## config.mk

```make
export PLATFORM = sky130hd
export DESIGN_NAME = ltfop_ram
export DESIGN_NICKNAME = d
export VERILOG_FILES = /design/src/ltfop_ram.sv
export SDC_FILE = /design/constraint.sdc
export NUM_CORES = 1
export LEC_CHECK = 0
export BUFFER_PORTS_ARGS = -buffer_cell sky130_fd_sc_hd__buf_2
export CORE_ASPECT_RATIO = 0.5
export CORE_MARGIN = 2
export CORE_UTILIZATION = 40
export DETAILED_ROUTE_END_ITERATION = 10
export PLACE_DENSITY = 0.51
export SYNTH_ARGS = -nofsm -noshare
export SYNTH_HDL_FRONTEND = slang
export SYNTH_SLANG_ARGS = --single-unit
```

## constraint.sdc

```tcl
create_clock -name clk -period 2.15 [get_ports clk]
set_clock_uncertainty 0.1 [all_clocks]
set_input_delay 0.1075 -clock clk [delete_from_list [all_inputs] [get_ports clk]]
set_output_delay 0.1075 -clock clk [all_outputs]
set_load 0.05 [all_outputs]
```

## src/ltfop_ram.sv

```systemverilog
// generic single write port ram with registered read
module ltfop_ram #(
    parameter int WIDTH = 8,
    parameter int DEPTH = 64
) (
    input  logic                     clk,
    input  logic                     we,
    input  logic [$clog2(DEPTH)-1:0] waddr,
    input  logic [WIDTH-1:0]         wdata,
    input  logic [$clog2(DEPTH)-1:0] raddr,
    output logic [WIDTH-1:0]         rdata
);

    logic [WIDTH-1:0] mem [DEPTH];

    always_ff @(posedge clk)
    begin
        if (we)
        begin
            mem[waddr] <= wdata;
        end
        rdata <= mem[raddr];
    end

endmodule
```

== Yosys cells after proc, flatten, opt, wreduce, memory -nomap -nowiden ==
Memory sizes are Yosys's and may differ from the RTL's. A register that Yosys moved wholly into a read port is not among the register bits.
Cells that the tools add are included.
Widths: inputs -> output; s select.
Word-level totals
  register bits after elaboration: 0
  memory bits (writable): 512
  input port bits: 22
  output and inout bits: 8
  logic and storage cells: 3
  memories kept: 1
Operators by class
  multiplexer cells: 2
Memories
  mem: words 64, bits a word 8, read ports 1, clocked after Yosys merged registers in 1, write ports 1, RTL line 14  | logic [WIDTH-1:0] mem [DEPTH];
Operators by type and width (count)
  $mux 1: 2

== Longest topological paths before layout ==
Gate-level depths: netlist of the first run.
  depth after elaboration: 2
  mapped depth: 9
  mapped depth without buffers: 5

== Worst setup path after synthesis of the first run ==
OpenSTA, ideal clock, no wires.
  path kind: input port to flip-flop
  start: input port raddr[1]
  end: register rdata[3], read port of mem
  setup time: 128 ps
  data arrival time: 1647 ps
  required time: 1922 ps
  path slack: 275 ps
  cell stages on the path: 7
  path buffers: 3
  cell sequence: buf_4 -> buf_2 -> buf_2 -> mux4_2 -> mux4_2 -> o21ai_1 -> o41ai_1
RTL lines
  start, declared: RTL line 10  | input logic [$clog2(DEPTH)-1:0] raddr,
  end, declared: RTL line 11  | output logic [WIDTH-1:0] rdata

==> results of run 1 <==
[worst max path at each step]
stage / endpoint / slack, ps
floorplan: rdata[3]$_DFF_P_ / 270
global placement: rdata[6]$_DFF_P_ / -360
detailed placement: rdata[6]$_DFF_P_ / -310
CTS: rdata[6]$_DFF_P_ / 20
global route: rdata[0]$_DFF_P_ / 20
finish: rdata[6]$_DFF_P_ / 100
[layout by cell type, fill, tap and decap left out, types with 10 or more instances in the layout]
master,instances
mux2_2,13
clkbuf_16,49
mux4_2,126
nor2b_1,14
buf_4,143
mux2i_1,23
buf_12,13
nand3_1,13
buf_2,26
clkbuf_1,10
nand2_1,19
edfxtp_1,512
nor2_1,83
[power breakdown]
part           switching [mW]  internal (mW)  leakage (nW)
Clock                    3.56           4.77         0.742
Combinational           0.746          0.508          2.26
Sequential             0.0334           11.2          4.67
Total                    4.34           16.5          7.68
[metal layers]
metal  up-vias  track usage (%)  routed length (um)
li1       4297                -                   -
met1      5322             27.6               22400
met2       236             28.5               21700
met3        66             3.37                2390
met4         0             4.21                 890
met5         -                0                   0
[cell families (layout without fill, tap and decap cells)]
group	count (synthesis)	after routing	synth area share (%)
buffers and inverters	51	270	1.57
and+or+nand+nor	153	153	3.39
AOI/OAI and AO/OA	54	54	2.07
DFF	520	520	77.0
other	0	1	0
muxes	162	162	15.9
[stage by stage]
step	setup TNS [ps]	hold WS, ps	cell area [sq um]
finish	0	57.3	23700
global route	0	71.4	23700
CTS	0	51.1	23700
detailed placement	-1650	469	22200
global placement	-1640	463	22200
floorplan	0	106	20200
[flip-flops by register name (all words and copies together), names as in the netlist]
register  flops
mem         512
rdata         8
[worst reg2reg max path, stage by stage, from the launching register on]
cell and delay, ps:
edfxtp_1 360, mux4_2 500, mux2_2 280, o221a_2 280, nor3_4 170, buf_4 150
o32ai_1 70
[cell usage after synthesis, drive strengths merged (13+ instances only)]
| library cell | instances |
|---|---|
| nand3 | 13 |
| mux4 | 126 |
| buf | 34 |
| mux2i | 23 |
| nor2 | 83 |
| nand2 | 19 |
| edfxtp | 512 |
| clkbuf | 17 |
| nor2b | 14 |
| mux2 | 13 |
[layout make-up]
class                           instances  area share [%]
Antenna cell                            1          0.0105
Clock buffer                           63            5.56
Clock inverter                         19           0.817
Multi-Input combinational cell        369            18.2
Sequential cell                       520            65.5
Tap cell                              660            3.48
Timing Repair Buffer                  188            6.44
[timing repair]
| item | in CTS | in global routing |
|---|---|---|
| pin swaps | 0 | 1 |
| hold buffers | 5 | 0 |
| endpoints found under the setup margin | 1 | 2 |
| resized for setup | 2 | 1 |
| hold endpoints to repair | 167 | 0 |
==> results.ini, run 1 <==
[status]
status=finished, final reports clean

[sta]
final-hold-violation-count=0
rsz0062_at_grt=false
worst_slack_ps=96.1
slew_headroom_pct=44.8
setup_viol=0
drv_slew=0
period_needed_ps=2050
fin_crit_sh_pct=95.5
tightest_slew_ps=829
fmax_mhz=487

[die]
ioPinCount=30
rows=58
die_w_um=322
core_sq_mm=0.0500
dieArea_sq_mm=0.0523
die_y_um=163
initial_core_util_pct=40.3

[clock_tree]
cts_buffers=47
clockRootBuffer=clkbuf_16
h-tree-depth=2
cts_tree=built
path_clk_slew_ps=70
cts_sinks=520
insertion_delay_ps=570
post-cts-setup-buffer-count=0
clockBufferDepth=3

[global_routing]
gr-usage-all-layers_pct=18.5
grt_pass1_vias=10200
overflow=0
grt_pass1_wl_um=69600
grt_max_degree=65
antenna_found_initial=0

[logic_synthesis]
synth_area_leaders=edfxtp_1 (76%), mux4_2 (14%), nor2_1 (1.5%)
netlist_area_sq_mm=0.0202
synthFlopType=edfxtp_1
syn_nets=962
yosysWarnings=0
synth_seq_cells=520
ys_seq_area_share_pct=77.0
synthArstFlopShare_pct=0
syn_area_per_cell_sq_um=21.5
yosys.area.top_type_share_pct=76.2
synth_top_area_cell=edfxtp_1
ys_types=40
synth-edff-count=512
syn-instance-count=940

[detailed_routing]
drt_pass1_iterations=5
drtAntennaViolNets=0
drc=0
drtIter0Drc=1071
dr_total_vias=9921
wl_um=47400
wl_per_cell_um=26.1
via_per_inst=5.45

[place]
port_buffers=29
dp_hpwl_um=30600
gp_routability_congestion=0.769
pre_cts_slack_ps=-310
dp.cells=1732

[worst_setup_path]
crit_path_end_kind=flop
startpoint=mem[21][6]$_DFFE_PP_
cpMaxStageDelayCell=mux4_2
r2r_start=mem[21][6]$_DFFE_PP_
path_delay_family=multiplexers
path_class=reg2reg
cp.arrival_ps=2380
cpPeakStageDelay_ps=500
path_depth=6
crit_path_start_kind=flop
path_buf_inv=1
path_cells=mux4_2 > mux2_2 > o221a_2 > nor3_4 > buf_4 > o32ai_1
required_ps=2470
rrSetupSlack_ps=100
r2r-end=rdata[6]$_DFF_P_
cp_max_fo=1
reg2regPathDepth=6

[power_and_ir_drop]
vdd_drop_max_mv=0.491
cellPowerDensity_mw_per_mm2=878
finalPower_mw=20.8
p_leak_nw=7.68

[finish]
fin_nets=1148
n_fill_cell=4059
finish.utilization_pct=47.5
final_cells=1820
area_delta_synth_final_pct=17.7
layout-drive-gt1-share_pct=33.8
ff_latch_area_sq_mm=0.0155
multi_input_area_sq_mm=0.00433

[worst_hold_path]
worstHoldEndpoint=mem[14][0]$_DFFE_PP_
min-delay-start=wdata[0]
hold_path.class=in2reg
worstHoldPathCells=1

[flow_run]
drv_cap=0

Note: power is estimated with default switching activity, not from simulation.
==> run 2: changes to the inputs <==
--- a/config.mk
+++ b/config.mk
@@ -13,2 +13,3 @@
 export PLACE_DENSITY = 0.51
+export REMOVE_ABC_BUFFERS = 1
 export SYNTH_ARGS = -nofsm -noshare
==> constraint.sdc (replaced) <==
create_clock -name clk -period 2.3 [get_ports clk]
set_clock_uncertainty 0.1 [all_clocks]
set_input_delay 0.23 -clock clk [delete_from_list [all_inputs] [get_ports clk]]
set_output_delay 0.23 -clock clk [all_outputs]
set_load 0.05 [all_outputs]
==> run 2 against run 1 <==
  * Combinational power decreased by 4%
  * Non-clock buffer count unchanged
  * Global-route usage increased by 0.97 points
  * Worst hold slack improved by 31 ps
  * Sequential share of layout area decreased by 0.20 points
  * Flip-flop and latch count unchanged
  * Clock power decreased by 1%
  * Setup slack improved by 57 ps
  * Via count increased by 1.9%
  * Count of clock-buffer cells in the layout decreased by 10
==> results.ini, run 2 (same netlist as run 1, synthesis figures left out) <==
[finish]
layout-drive-gt1-share_pct=34.5  ; +0.66 points
area_delta_synth_final_pct=18.1
n_fill_cell=4067  ; +0.20%
mostFrequentLayoutCell=edfxtp_1
largest_reg_flops=512  ; unchanged
top_register=mem
reg.largest.list=mem x512, rdata x8
num_antenna_cells=0  ; -1
final_cell_mix=edfxtp_1 (512), buf_4 (147), mux4_2 (126)
final_cells=1823  ; +0.16%
fin_nets=1148  ; unchanged

[power_and_ir_drop]
cellInternalPower_mw=15.7  ; -4.6%
clkPwrFrac_pct=41.3  ; +1.3 points
p_sw_mw=4.22  ; -2.8%
seq_power_share_pct=52.7  ; -1.3 points
vdd_drop_max_mv=0.629  ; +28%
pwr-share-comb_pct=6.0  ; about the same
cellPowerDensity_mw_per_mm2=838  ; -4.5%
p_leak_nw=7.71  ; +0.44%
p_sw_share_pct=21.2  ; +0.32 points

[worst_setup_path]
cpMaxStageDelayCell=mux4_2
required_ps=2650  ; +180 ps
cp.arrival_ps=2500  ; +120 ps
path_class=reg2reg
reg2regPathDepth=5  ; -1
cpPeakStageDelay_ps=490  ; about the same
cp_max_fo=1  ; unchanged
crit_path_start_kind=flop
crit_path_end_kind=flop
path_cells=mux4_2 > mux2_2 > a221oi_1 > buf_4 > o2bb2ai_1

[global_routing]
gr-usage-all-layers_pct=19.5  ; +0.97 points
antenna_found_initial=2  ; +2
grt_max_degree=65  ; unchanged
grt_pass1_vias=10300  ; +1.0%
grt_pass1_wl_um=72900  ; +4.7%
overflow=0  ; unchanged

[status]
status=finished, final reports clean

[die]
ioPinCount=30  ; unchanged
dieArea_sq_mm=0.0523  ; unchanged
core_sq_mm=0.0500  ; unchanged
die_w_um=322  ; unchanged
die_y_um=163  ; unchanged
rows=58  ; unchanged
initial_core_util_pct=40.3  ; unchanged

[detailed_routing]
wl_um=49700  ; +4.8%
via_per_inst=5.55  ; +1.7%
drt_pass1_iterations=5  ; unchanged
wl_per_cell_um=27.3  ; +4.7%
drtIter0Drc=1160  ; +8.3%
dr_total_vias=10100  ; +1.9%
drtAntennaViolNets=0  ; unchanged
drc=0  ; unchanged

[place]
port_buffers=29  ; unchanged
gp_routability_congestion=0.785  ; +2.1%
dp_hpwl_um=33300  ; +8.8%
dp.cells=1737  ; +0.29%

[sta]
slew_headroom_pct=50.2  ; +5.4 points
period_needed_ps=2150  ; +92.9 ps
fin_crit_sh_pct=93.3  ; -2.2 points
setup_viol=0  ; unchanged
rsz0062_at_grt=false
fmax_mhz=466  ; -4.3%
tightest_slew_ps=747  ; -81.3 ps
final-hold-violation-count=0  ; unchanged
drv_slew=0  ; unchanged
final.setup.tns_ps=0  ; unchanged

[clock_tree]
cts_sinks=520  ; unchanged
insertion_delay_ps=560  ; about the same
h-tree-depth=2  ; unchanged
cts_buffers=47  ; unchanged
clockRootBuffer=clkbuf_16
cts_tree=built
post-cts-setup-buffer-count=0  ; unchanged
path_clk_slew_ps=70  ; about the same
clockBufferDepth=3  ; unchanged

[flow_run]
drv_cap=0  ; unchanged

[worst_hold_path]
hold_path.class=in2reg
worstHoldPathCells=3  ; +2

==> run 2: changes by cell type in the layout (fill, tap and decap cells not counted), moves of 2 or more <==
cell and change:
dlygate4sd3_1 -5, buf_4 +4, clkbuf_1 -4, clkinvlp_4 +4, clkinv_1 +3, clkbuf_8 -4
bufinv_16 +5, clkbuf_16 -2
==> run 2: repair_timing <==
action,4_1_cts,5_1_grt
hold buffers,0,0
gates resized for setup,0,1
endpoints found under the setup margin,0,1
==> run 2: metal layers <==
layer	global-route usage, %	share of wire [%]	vias to the layer above
met4	3.99	1.7	0
met2	29.3	45	323
met1	30.2	48	5428
li1	-	-	4293
met5	0	0	-
met3	2.98	5.9	67
==> run 2: power groups by stage <==
stage	logic (mW)	registers, mW	clock network, mW
3_5_place_dp	1.21	10.7	0
5_1_grt	1.28	10.5	8.77
2_1_floorplan	0.406	10.8	0
6_report	1.20	10.5	8.24
4_1_cts	1.21	10.5	8.42
3_3_place_gp	1.19	10.7	0
==> run 2: area by class of cell <==
| type | count | area (sq um) | area share [%] |
|---|---|---|---|
| clock buffer | 53 | 1200 | 5.03 |
| multi-input combinational | 369 | 4320 | 18.1 |
| clock inverter | 33 | 402 | 1.69 |
| tap | 660 | 826 | 3.47 |
| sequential | 520 | 15500 | 65.2 |
| timing repair buffer | 188 | 1530 | 6.42 |
==> run 2: stage by stage <==
step | hold slack (ps) | util [%] | power [mW] | instance area (sq um) | setup slack [ps]
floorplan | 229 | - | 11.2 | 19900 | 516
global placement | 624 | 44.4 | 11.9 | 22200 | -255
detailed placement | 623 | 44.4 | 11.9 | 22200 | -271
CTS | 59.7 | 47.6 | 20.1 | 23800 | 40.4
global route | 91.3 | 47.6 | 20.6 | 23800 | 122
finish | 88.7 | 47.6 | 20.0 | 23800 | 153
==> run 2: worst paths after layout <==
path	slack (ps)	from	to
worst max-delay path	150	mem[47][2]$_DFFE_PP_	rdata[2]$_DFF_P_
worst min-delay path	90	raddr[4]	rdata[2]$_DFF_P_
worst min register to register	700	mem[31][4]$_DFFE_PP_	rdata[4]$_DFF_P_
worst max register to register	150	mem[47][2]$_DFFE_PP_	rdata[2]$_DFF_P_
==> run 2: worst max-delay path, delay by kind of cell, from the launching register on <==
family	cells	cell delay (ps)
mux	2	820
compound gates	2	550
flops	1	360
buf+inv	1	210
